### src/sv/qslp_pkg.sv
// ----------------------------------------------------------------------------
// qslp_pkg
// Shared types for the last-pivot quicksort sorter: input and result words,
// the packed index range kept on the range stack and the stack command.
// ----------------------------------------------------------------------------
package qslp_pkg;

    // Width of one index inside a stacked range entry.
    localparam int RANGE_IW = 6;

    // One input word: a signed element and the flag that closes the set.
    typedef struct packed {
        logic signed [31:0] value;
        logic               last;
    } t_in;

    // One result word.
    typedef struct packed {
        logic signed [31:0] sorted_value;
        logic               last_res;
        logic               truncated;
    } t_out;

    // Index range still to be partitioned: low index below high index.
    typedef struct packed {
        logic [RANGE_IW-1:0] lo;
        logic [RANGE_IW-1:0] hi;
    } t_range;

    // Command from the sequencer to the range stack.
    typedef struct packed {
        logic   push;
        logic   pop;
        t_range rng;
    } t_stack_cmd;

endpackage

### src/sv/quicksort_last_pivot_sorter.sv
// ----------------------------------------------------------------------------
// quicksort_last_pivot_sorter
// Loads one word per cycle with busy low; the closing word starts an in-place
// quicksort with the last element of each range as pivot. A compare reads an
// element and then tests it; a swap writes the two elements in turn, and each
// partition also pops its range, fetches and places the pivot and stacks the
// parts. Input that is already ordered is the slowest case. Results follow at
// one word per cycle once the sort is done; the receiver cannot stall them.
// Reset is synchronous and clears control only.
module quicksort_last_pivot_sorter #(
    parameter int MAX_ELEMENTS = 64,
    parameter int DATA_WIDTH   = 32
) (
    input  logic              i_clk,
    input  logic              i_rst_n,
    input  logic              start,
    output logic              busy,
    input  qslp_pkg::t_in     i_item,
    output logic              o_strobe,
    output qslp_pkg::t_out    o_result
);

    localparam int AW          = $clog2(MAX_ELEMENTS);
    localparam int CW          = $clog2(MAX_ELEMENTS + 1);
    localparam int STACK_DEPTH = MAX_ELEMENTS / 2;

    // Sequencer states.
    localparam logic [3:0] S_IDLE     = 4'd0;
    localparam logic [3:0] S_POP      = 4'd1;
    localparam logic [3:0] S_POP_WAIT = 4'd2;
    localparam logic [3:0] S_PIVOT    = 4'd3;
    localparam logic [3:0] S_I_RD     = 4'd4;
    localparam logic [3:0] S_I_CMP    = 4'd5;
    localparam logic [3:0] S_J_RD     = 4'd6;
    localparam logic [3:0] S_J_CMP    = 4'd7;
    localparam logic [3:0] S_SWAP     = 4'd8;
    localparam logic [3:0] S_FIN_RD   = 4'd9;
    localparam logic [3:0] S_FIN_HI   = 4'd10;
    localparam logic [3:0] S_FIN_I    = 4'd11;
    localparam logic [3:0] S_PUSH_HI  = 4'd12;
    localparam logic [3:0] S_OUT      = 4'd13;

    logic [3:0]                   r_state, n_state;
    logic [CW-1:0]                r_count, n_count;
    logic                         r_ovf, n_ovf;
    logic [AW-1:0]                r_lo, n_lo;
    logic [AW-1:0]                r_hi, n_hi;
    logic [AW-1:0]                r_i, n_i;
    logic [AW-1:0]                r_j, n_j;
    logic signed [DATA_WIDTH-1:0] r_pivot, n_pivot;
    logic signed [DATA_WIDTH-1:0] r_ai, n_ai;
    logic                         r_pend, n_pend;
    logic                         r_olast, n_olast;
    logic                         r_otrunc, n_otrunc;

    // Memory and stack control.
    logic                         w_we;
    logic                         w_load;
    logic [AW-1:0]                w_waddr;
    logic signed [DATA_WIDTH-1:0] w_wdata;
    logic                         w_re;
    logic [AW-1:0]                w_raddr;
    logic signed [DATA_WIDTH-1:0] w_rdata;
    qslp_pkg::t_stack_cmd         w_cmd;
    logic                         w_empty;
    qslp_pkg::t_range             w_top;

    qslp_elem_store #(
        .DEPTH (MAX_ELEMENTS),
        .AW    (AW),
        .DW    (DATA_WIDTH)
    ) u_store (
        .i_clk   (i_clk),
        .i_we    (w_we),
        .i_load  (w_load),
        .i_value (i_item.value),
        .i_waddr (w_waddr),
        .i_wdata (w_wdata),
        .i_re    (w_re),
        .i_raddr (w_raddr),
        .o_rdata (w_rdata)
    );

    qslp_range_stack #(
        .DEPTH (STACK_DEPTH)
    ) u_stack (
        .i_clk   (i_clk),
        .i_rst_n (i_rst_n),
        .i_cmd   (w_cmd),
        .o_empty (w_empty),
        .o_top   (w_top)
    );

    // Sequencer: load, partition ranges popped from the stack, then read out.
    always_comb begin
        n_state  = r_state;
        n_count  = r_count;
        n_ovf    = r_ovf;
        n_lo     = r_lo;
        n_hi     = r_hi;
        n_i      = r_i;
        n_j      = r_j;
        n_pivot  = r_pivot;
        n_ai     = r_ai;
        n_pend   = 1'b0;
        n_olast  = r_olast;
        n_otrunc = r_otrunc;
        w_we     = 1'b0;
        w_load   = 1'b0;
        w_waddr  = r_i;
        w_wdata  = r_pivot;
        w_re     = 1'b0;
        w_raddr  = r_i;
        w_cmd    = '0;

        case (r_state)
            S_IDLE: begin
                if (start) begin
                    // Store the word while there is room, else note the drop.
                    if (r_count < CW'(MAX_ELEMENTS)) begin
                        w_we    = 1'b1;
                        w_load  = 1'b1;
                        w_waddr = r_count[AW-1:0];
                        n_count = r_count + 1'b1;
                    end else begin
                        n_ovf = 1'b1;
                    end
                    if (i_item.last) begin
                        n_i = '0;
                        if (n_count >= CW'(2)) begin
                            w_cmd.push   = 1'b1;
                            w_cmd.rng.lo = '0;
                            w_cmd.rng.hi = qslp_pkg::RANGE_IW'(n_count - 1'b1);
                            n_state      = S_POP;
                        end else begin
                            n_state = S_OUT;
                        end
                    end
                end
            end

            S_POP: begin
                if (w_empty) begin
                    n_i     = '0;
                    n_state = S_OUT;
                end else begin
                    w_cmd.pop = 1'b1;
                    n_state   = S_POP_WAIT;
                end
            end

            // The popped range is on the stack output; fetch its pivot.
            S_POP_WAIT: begin
                n_lo    = AW'(w_top.lo);
                n_hi    = AW'(w_top.hi);
                w_re    = 1'b1;
                w_raddr = AW'(w_top.hi);
                n_state = S_PIVOT;
            end

            S_PIVOT: begin
                n_pivot = w_rdata;
                n_i     = r_lo;
                n_j     = r_hi;
                n_state = S_I_RD;
            end

            // Left pointer advances over elements not above the pivot.
            S_I_RD: begin
                if (r_i < r_j) begin
                    w_re    = 1'b1;
                    w_raddr = r_i;
                    n_state = S_I_CMP;
                end else begin
                    n_state = S_FIN_RD;
                end
            end

            S_I_CMP: begin
                if (w_rdata <= r_pivot) begin
                    n_i     = r_i + 1'b1;
                    n_state = S_I_RD;
                end else begin
                    n_ai    = w_rdata;
                    n_state = S_J_RD;
                end
            end

            // Right pointer retreats over elements not below the pivot.
            S_J_RD: begin
                if (r_i < r_j) begin
                    w_re    = 1'b1;
                    w_raddr = r_j;
                    n_state = S_J_CMP;
                end else begin
                    n_state = S_FIN_RD;
                end
            end

            S_J_CMP: begin
                if (w_rdata >= r_pivot) begin
                    n_j     = r_j - 1'b1;
                    n_state = S_J_RD;
                end else begin
                    // First half of the swap: the right element goes left.
                    w_we    = 1'b1;
                    w_waddr = r_i;
                    w_wdata = w_rdata;
                    n_state = S_SWAP;
                end
            end

            S_SWAP: begin
                w_we    = 1'b1;
                w_waddr = r_j;
                w_wdata = r_ai;
                n_state = S_I_RD;
            end

            // Move the pivot into its final place at the meeting point.
            S_FIN_RD: begin
                w_re    = 1'b1;
                w_raddr = r_i;
                n_state = S_FIN_HI;
            end

            S_FIN_HI: begin
                w_we    = 1'b1;
                w_waddr = r_hi;
                w_wdata = w_rdata;
                n_state = S_FIN_I;
            end

            S_FIN_I: begin
                w_we    = 1'b1;
                w_waddr = r_i;
                w_wdata = r_pivot;
                // Left part is stacked when it holds two or more elements.
                if ({1'b0, r_i} > ({1'b0, r_lo} + 1'b1)) begin
                    w_cmd.push   = 1'b1;
                    w_cmd.rng.lo = qslp_pkg::RANGE_IW'(r_lo);
                    w_cmd.rng.hi = qslp_pkg::RANGE_IW'(r_i - 1'b1);
                end
                n_state = S_PUSH_HI;
            end

            S_PUSH_HI: begin
                if (({1'b0, r_i} + 1'b1) < {1'b0, r_hi}) begin
                    w_cmd.push   = 1'b1;
                    w_cmd.rng.lo = qslp_pkg::RANGE_IW'(r_i + 1'b1);
                    w_cmd.rng.hi = qslp_pkg::RANGE_IW'(r_hi);
                end
                n_state = S_POP;
            end

            // Read the sorted set out, one word per cycle.
            S_OUT: begin
                w_re     = 1'b1;
                w_raddr  = r_i;
                n_pend   = 1'b1;
                n_otrunc = r_ovf;
                n_olast  = ((CW'(r_i) + 1'b1) == r_count);
                n_i      = r_i + 1'b1;
                if ((CW'(r_i) + 1'b1) == r_count) begin
                    n_count = '0;
                    n_ovf   = 1'b0;
                    n_state = S_IDLE;
                end
            end

            default: begin
                n_state = S_IDLE;
            end
        endcase
    end

    // Control registers.
    always_ff @(posedge i_clk) begin
        if (!i_rst_n) begin
            r_state <= S_IDLE;
            r_count <= '0;
            r_ovf   <= 1'b0;
            r_pend  <= 1'b0;
        end else begin
            r_state <= n_state;
            r_count <= n_count;
            r_ovf   <= n_ovf;
            r_pend  <= n_pend;
        end
    end

    // Datapath registers.
    always_ff @(posedge i_clk) begin
        r_lo     <= n_lo;
        r_hi     <= n_hi;
        r_i      <= n_i;
        r_j      <= n_j;
        r_pivot  <= n_pivot;
        r_ai     <= n_ai;
        r_olast  <= n_olast;
        r_otrunc <= n_otrunc;
    end

    // Result word: read data is the element fetched in the previous cycle.
    assign busy                  = (r_state != S_IDLE);
    assign o_strobe              = r_pend;
    assign o_result.sorted_value = 32'(w_rdata);
    assign o_result.last_res     = r_olast;
    assign o_result.truncated    = r_otrunc;

endmodule

### src/sv/qslp_elem_store.sv
// ----------------------------------------------------------------------------
// qslp_elem_store
// Element memory with one write and one registered read port. Loaded words
// are resized to the storage width here; the sequencer's swap writes pass
// straight through.
// ----------------------------------------------------------------------------
module qslp_elem_store #(
    parameter int DEPTH = 64,
    parameter int AW    = 6,
    parameter int DW    = 32
) (
    input  logic                 i_clk,
    input  logic                 i_we,
    input  logic                 i_load,
    input  logic signed [31:0]   i_value,
    input  logic [AW-1:0]        i_waddr,
    input  logic signed [DW-1:0] i_wdata,
    input  logic                 i_re,
    input  logic [AW-1:0]        i_raddr,
    output logic signed [DW-1:0] o_rdata
);

    logic signed [DW-1:0] mem [DEPTH];
    logic signed [DW-1:0] w_wdata;
    logic signed [DW-1:0] r_rdata;

    // A loaded element is sign-extended or truncated to the storage width.
    always_comb begin
        if (i_load) begin
            w_wdata = DW'(i_value);
        end else begin
            w_wdata = i_wdata;
        end
    end

    // Write port.
    always_ff @(posedge i_clk) begin
        if (i_we) begin
            mem[i_waddr] <= w_wdata;
        end
    end

    // Registered read port.
    always_ff @(posedge i_clk) begin
        if (i_re) begin
            r_rdata <= mem[i_raddr];
        end
    end

    assign o_rdata = r_rdata;

endmodule

### src/sv/qslp_range_stack.sv
// ----------------------------------------------------------------------------
// qslp_range_stack
// Stack of index ranges that replaces the recursion of quicksort. Entries
// live in a memory; the top is registered on a pop and appears in the next cycle.
// ----------------------------------------------------------------------------
module qslp_range_stack #(
    parameter int DEPTH = 32
) (
    input  logic                i_clk,
    input  logic                i_rst_n,
    input  qslp_pkg::t_stack_cmd i_cmd,
    output logic                o_empty,
    output qslp_pkg::t_range    o_top
);

    localparam int AW = (DEPTH > 1) ? $clog2(DEPTH) : 1;
    localparam int PW = $clog2(DEPTH + 1);

    qslp_pkg::t_range mem [DEPTH];
    qslp_pkg::t_range r_top;
    logic [PW-1:0]    r_sp;
    logic [PW-1:0]    n_sp;
    logic [PW-1:0]    w_sp_dec;

    assign w_sp_dec = r_sp - 1'b1;

    // Stack pointer update.
    always_comb begin
        n_sp = r_sp;
        if (i_cmd.push) begin
            n_sp = r_sp + 1'b1;
        end else if (i_cmd.pop) begin
            n_sp = w_sp_dec;
        end
    end

    always_ff @(posedge i_clk) begin
        if (!i_rst_n) begin
            r_sp <= '0;
        end else begin
            r_sp <= n_sp;
        end
    end

    // Entry memory: push writes at the pointer, pop reads the entry below it.
    always_ff @(posedge i_clk) begin
        if (i_cmd.push) begin
            mem[r_sp[AW-1:0]] <= i_cmd.rng;
        end
    end

    always_ff @(posedge i_clk) begin
        if (i_cmd.pop) begin
            r_top <= mem[w_sp_dec[AW-1:0]];
        end
    end

    assign o_empty = (r_sp == '0);
    assign o_top   = r_top;

endmodule
### config.mk
export PLATFORM = sky130hd
export DESIGN_NAME = quicksort_last_pivot_sorter
export DESIGN_NICKNAME = d
export VERILOG_FILES = /design/src/sv/qslp_pkg.sv /design/src/sv/quicksort_last_pivot_sorter.sv /design/src/sv/qslp_elem_store.sv /design/src/sv/qslp_range_stack.sv
export SDC_FILE = /design/constraint.sdc
export NUM_CORES = 2
export LEC_CHECK = 0
export BUFFER_PORTS_ARGS = -buffer_cell sky130_fd_sc_hd__buf_2
export CELL_PAD_IN_SITES_DETAIL_PLACEMENT = 1
export CELL_PAD_IN_SITES_GLOBAL_PLACEMENT = 2
export CORE_ASPECT_RATIO = 1.75
export CORE_MARGIN = 3
export CORE_UTILIZATION = 40
export DETAILED_ROUTE_END_ITERATION = 16
export PLACE_DENSITY = 0.7
export SYNTH_ARGS = -nofsm -noshare
export SYNTH_HDL_FRONTEND = slang
export SYNTH_SLANG_ARGS = --single-unit
### constraint.sdc
create_clock -name i_clk -period 6.62 [get_ports i_clk]
set_input_delay 1.655 -clock i_clk [delete_from_list [all_inputs] [get_ports i_clk]]
set_output_delay 1.655 -clock i_clk [all_outputs]
set_load 0.02 [all_outputs]
Yosys cells after proc, flatten, opt, wreduce, memory -nomap -nowiden --
Memories as Yosys holds them, arrays and structs flattened. A register that Yosys moved wholly into a read port is not among the register bits. Index checks and enable logic that the tools add are counted.
Word-level totals: memory bits (writable) 2432, word-level logic and storage cells 133, bits in latches 0, ROM bits 0, input bits 36, output and inout port bits 36, flip-flop bits (word level) 109, memories 2
Operators by class: div/mod/pow operators 0, $mul 0, reduce and logical (&&, ||, !) cells 17, $add $sub $neg 9, equality and inequality tests 21, bitwise operators 1, order comparisons 7, multiplexer cells 63, shift operators 0
Memories:
- u_store.mem | words 64, bits a word 32, read ports 1, clocked after memory_dff 1, write ports 1, line qslp_elem_store.sv:23 | logic signed [DW-1:0] mem [DEPTH];
- u_stack.mem | words 32, bits a word 12, read ports 1, clocked after memory_dff 1, write ports 1, line qslp_range_stack.sv:19 | qslp_pkg::t_range mem [DEPTH];
Operators with widths (number):
- $pmux W32 S3 | 1
- $mux W6 | 13
- $mux W32 | 2
- $pmux W4 S13 | 1
- $pmux W12 S3 | 1
- $mux W7 | 5
- $ge A32 B32 Y1 | 1
- $le A32 B32 Y1 | 1
- $mux W4 | 8
- $pmux W6 S5 | 1
- $eq A4 B4 Y1 const B | 6
- $mux W12 | 2
- $pmux W6 S2 | 2
- $sub A6 B1 Y6 const B | 4
- $mux W1 | 20
- $pmux W6 S3 | 1
- $eq A4 B3 Y1 const B | 4
- $add A6 B1 Y7 const B | 2
- $pmux W7 S2 | 1
- $add A6 B1 Y6 const B | 2
- $ne A2 B2 Y1 const B | 6
- $eq A4 B2 Y1 const B | 2
- $add A7 B1 Y7 const B | 1
- $eq A7 B7 Y1 | 1
- other kinds (22) | 30

Depth between registers and ports, before layout --
depth after elaboration 11, mapped depth 16, mapped depth without buffers 12

Hierarchy --
From an unflattened synthesis, not the netlist that was laid out.
Unflattened totals: cells, all modules 4825, area total of the unflattened synthesis 102184.3 um^2
Modules (own cells, without submodules):
- qslp_elem_store | area an instance 79218.5 um^2, seq. area each 62459.9 um^2, instances 1, cells an instance 3395
- qslp_range_stack | area an instance 16026.6 um^2, seq. area each 12011.5 um^2, instances 1, cells an instance 735
- quicksort_last_pivot_sorter | area an instance 6939.2 um^2, seq. area each 2962.8 um^2, instances 1, cells an instance 695

Worst setup path after synthesis --
Ideal clock, no wire load.
path kind reg-to-reg, start register u_store.r_rdata[17] (netlist: u_store.o_rdata[17]), read port of u_store.mem, end memory u_store.mem[0][10] (data pin), required time 5.901 ns, library setup time 0.719 ns, arrival time 5.199 ns, cell stages (with the launch flop) 12, setup slack 0.702 ns, buffers on the path 1, clock period less this slack 5.918 ns, path through edfxtp_1 -> ha_1 -> a21o_1 -> a21o_1 -> a21oi_1 -> o21ai_0 -> a221oi_1 -> a21o_1 -> clkbuf_1 -> a21o_1 -> a21oi_1 -> o31ai_1
On the way: cells in the longest elaborated chain, start to end 4
Ends and longest elaborated chain:
- from (decl) | line qslp_elem_store.sv:25 | logic signed [DW-1:0] r_rdata;
- $ge A32 B32 Y1 | line quicksort_last_pivot_sorter.sv:201 | if (w_rdata >= r_pivot) begin
- $mux W32 | line quicksort_last_pivot_sorter.sv:201
- $pmux W32 S3 | line quicksort_last_pivot_sorter.sv:116 | case (r_state)
- $mux W32 | line qslp_elem_store.sv:29 | if (i_load) begin
- named net u_store.w_wdata[10] | line qslp_elem_store.sv:24 | logic signed [DW-1:0] w_wdata;
- to (decl) | line qslp_elem_store.sv:23
The timed path passes the listed nets, and every way through them passes these cells.

Worst setup path after layout --
start register r_i[4], end register u_store.r_rdata[0] (netlist: u_store.o_rdata[0]), read port of u_store.mem (data pin)
On the way: cells in the longest elaborated chain, start to end 3, elaborated cells between the ends (all ways) 5, classes of those cells order compare (1); mux (4)
Ends and longest elaborated chain:
- from (decl) | line quicksort_last_pivot_sorter.sv:48 | logic [AW-1:0] r_i, n_i;
- from (signal assigned) | line quicksort_last_pivot_sorter.sv:296 | r_i <= n_i;
- $lt A6 B6 Y1 | line quicksort_last_pivot_sorter.sv:170, quicksort_last_pivot_sorter.sv:191
- $mux W6 / $mux W1 (equally long branches) | line quicksort_last_pivot_sorter.sv:191, quicksort_last_pivot_sorter.sv:170
- $pmux W6 S2 / $pmux W1 S2 (equally long branches) | line quicksort_last_pivot_sorter.sv:116
Several ways; a longest one is shown, not always the timed one. A chain may end at the register's enable or synchronous reset.

==> metrics.md <==
| Metric | Value |
|---|---|
| Commonest non-fill, non-tap cell in the layout | edfxtp_1 |
| Peak supply drop | 0.5137 mV |
| Worst hold path class | flop to flop |
| DP Worst Slack | 0.4889 ns |
| Lkg Pwr | 39.89 nW |
| Nets | 7126 |
| Endpoint of the worst-slack reg-to-reg timing path | u_store.o_rdata[0] |
| Ports | 72 |
| Clock sink count | 2585 |
| CTS Hold Bufs | 0 |
| Layout Skew | 0.06523 ns |
| Synth Area per Inst | 15.57 sq um |
| ANT nets after route | 0 |
| Routability cong. | 0.8919 |
| PostCTS Resize Cnt | 0 |
| TNS Setup | 0 ns |
| WHS Endpoint | r_lo[4] |
| Final core utilization | 46.07% |
| Worst Path Arrival | 6.87 ns |
| Max-slew headroom | 4.362% |
| First-pass GRT wire length | 543400 microns |
| Most used DFF post-synth | edfxtp_1 |
| Worst path required time | 7.25 ns |
| Drc violations | 0 |
| Critical path class | flop to flop |
| Pre-Repair DR Iteration Count | 7 |
| Cell Rows | 248 |
| Hold path depth | 0 |
| Max-cap viol count | 0 |
| Post-route setup slack | 0.3727 ns |
| Final hold slack | 0.4306 ns |
| Total routed wirelength | 392400 microns |
| I/O Buffers | 71 |
| Final Hold Vio Count | 0 |
| Asr flop ratio synth | 0% |
| Share of post-route cells with drive strength above 1 | 16.01% |
| Grt total ovfl | 0 |
| Initial antenna violation count | 18 |
| Skew-Pair Late Insertion Delay | 0.93 ns |
| Largest net degree at the start of global routing | 99 |
| DR vias | 64880 |
| Initial Util | 40.32% |
| Core Footprint | 261300 sq um |
| Post-CTS setup buffer count | 0 |
| CTS tree | yes |
| Total power | 63.56 mW |
| Clock transition at path regs | 0.07 ns |
| Hold Path Origin | u_stack.o_top[10] |
| Gr usage total | 28.57% |
| Most frequent cells in the layout | 2566 x edfxtp_1, 1082 x nand2_1, 445 x mux2i_1 |
| Hpwl dp | 255500 microns |
| Max-slew violation total from the final report | 0 |
| Synth Register Bits | 2585 |
| Measured slew at the worst slew-check pin | 1.422 ns |
| Fmax | 160.1 MHz |
| Status | complete, no violations |
| Cell count after synthesis | 6766 |
| Cell area after synthesis | 105400 sq um |
| Post-layout min period | 6.247 ns |
| Clock Path Buffers | 4 |
| R2r setup slk | 0.37 ns |
| Startpoint types | flop |
| Critical R2R Launch | r_i[4] |
| Synth warn | 0 |
| Die W | 394.0 microns |
| RSZ-0062 raised after global routing | false |
| CP max FO | 42 |
| Htree depth | 4 |
| Root Driver | clkbuf_16 |
| Pwr/cell area | 528.1 nW/um^2 |
| Vias per inst | 6.046 |
| Die area | 269800 sq um |
| Synth-to-layout area growth | 14.24% |
| Post-synth EDFFs | 2566 |
| DR WL/cell | 36.57 microns |
| R2R cell count | 12 |
| Vias in the first global route | 67900 |
| Critical Path Sink Type | flop |
| Final setup viols | 0 |
| Starting DRT DRC Count | 6155 |
| Total CTS buffers | 231 |
| Sequential area share after synthesis | 73.50% |
| Period utilisation layout | 94.37% |
| Die height | 684.9 microns |
| Synthesized Nets | 6861 |
| Synth cell types | 100 |
[metrics by stage]
step                      cell area [sq um]  std cells
after floorplan                      105400       6766
after global placement               112900      10300
after detailed placement             112900      10300
after CTS                            120300      10710
after global routing                 120300      10730
final                                120400      10730
[cells by family (layout without fill, tap and decap cells)]
family          Yosys count  after routing  synth area share, %
buf+inv                 511            959                2.547
xor+xnor                 36             36               0.2993
mux                     627            627                7.755
flops                  2585           2585                73.50
fa+ha+maj                59             59               0.7007
compound gates          969            969                6.743
simple gates           1979           1979                8.457
other cells               0             17                    0
[flip-flops by register name, summed over array words and instances, names as in the netlist, 4 cells and up]
name and count:
u_stack.r_sp 6, r_ai 32, r_hi 6, u_store.mem 2048, r_j 6, u_store.o_rdata 32
r_i 6, r_state 4, u_stack.mem 384, u_stack.o_top 12, r_count 7, r_lo 6
r_pivot 32
[layer usage]
layer	global-route usage, %	vias to the layer above	routed length [microns]
li1	-	26940	-
met1	30.49	34590	132400
met2	50.77	2424	202200
met3	4.252	909	21910
met4	21.89	10	35810
met5	0	-	73
[cell type report]
cell class / count / area (sq um)
antenna: 17 / 42.54
clock buffer: 273 / 5981
clock inverter: 143 / 1444
fill: 25480 / 140900
inverter: 79 / 297.8
multi-input combinational: 3670 / 26440
sequential: 2585 / 77440
tap: 3500 / 4379
timing repair buffer: 464 / 4332
[synth_stat cells, types with 31 or more instances]
master     number  share of area (%)
a211oi_1      117               0.83
a21oi_1       151               0.72
a221oi_1       31               0.26
a22oi_1        36               0.26
a31oi_1        96               0.57
a32oi_1        45               0.37
and3_1         62               0.37
and4_1         57               0.47
buf_2         176               0.84
buf_4          65               0.46
clkbuf_1      142               0.51
edfxtp_1     2566                 73
ha_1           59               0.70
inv_1          78               0.28
mux2_2         33               0.35
mux2i_1       445                4.2
mux4_2        148                3.2
nand2_1      1082                3.9
nand3_1       397                1.9
nand4_1        52               0.31
nor2_1        192               0.68
o2111ai_1      37               0.31
o211ai_1       45               0.32
o21ai_0        92               0.44
o22ai_1        58               0.34
[worst max-delay path, stage by stage (launching register included)]
cell      delay (ns)
edfxtp_1        0.62
ha_1            0.43
o21ai_0         0.29
nor2_1          0.15
a211oi_4        0.64
o211a_4         0.68
buf_12          0.30
buf_12          0.29
nor2_2          0.29
buf_4           0.25
a221o_1         0.58
a21oi_1         1.18
nor4_2          0.10
[report_power, final]
group	switching [mW]	internal, mW
Combinational	19.8	7.68
Sequential	0.939	21.4
Clock	6.19	7.53
Total	27.0	36.6
[worst max-delay path by stage]
stage / start / to / slack [ns] / depth (start not counted)
floorplan: u_store.o_rdata[17] / u_store.mem[0][10] / 0.70 / 11
global placement: r_i[4] / u_store.o_rdata[16] / 0.49 / 12
detailed placement: r_j[1] / u_store.o_rdata[0] / 0.49 / 12
CTS: r_i[4] / u_store.o_rdata[0] / 0.47 / 12
global route: u_store.o_rdata[17] / u_store.mem[5][21] / 0.36 / 12
finish: r_i[4] / u_store.o_rdata[0] / 0.37 / 12
Note: power is estimated with default switching activity, not from simulation.
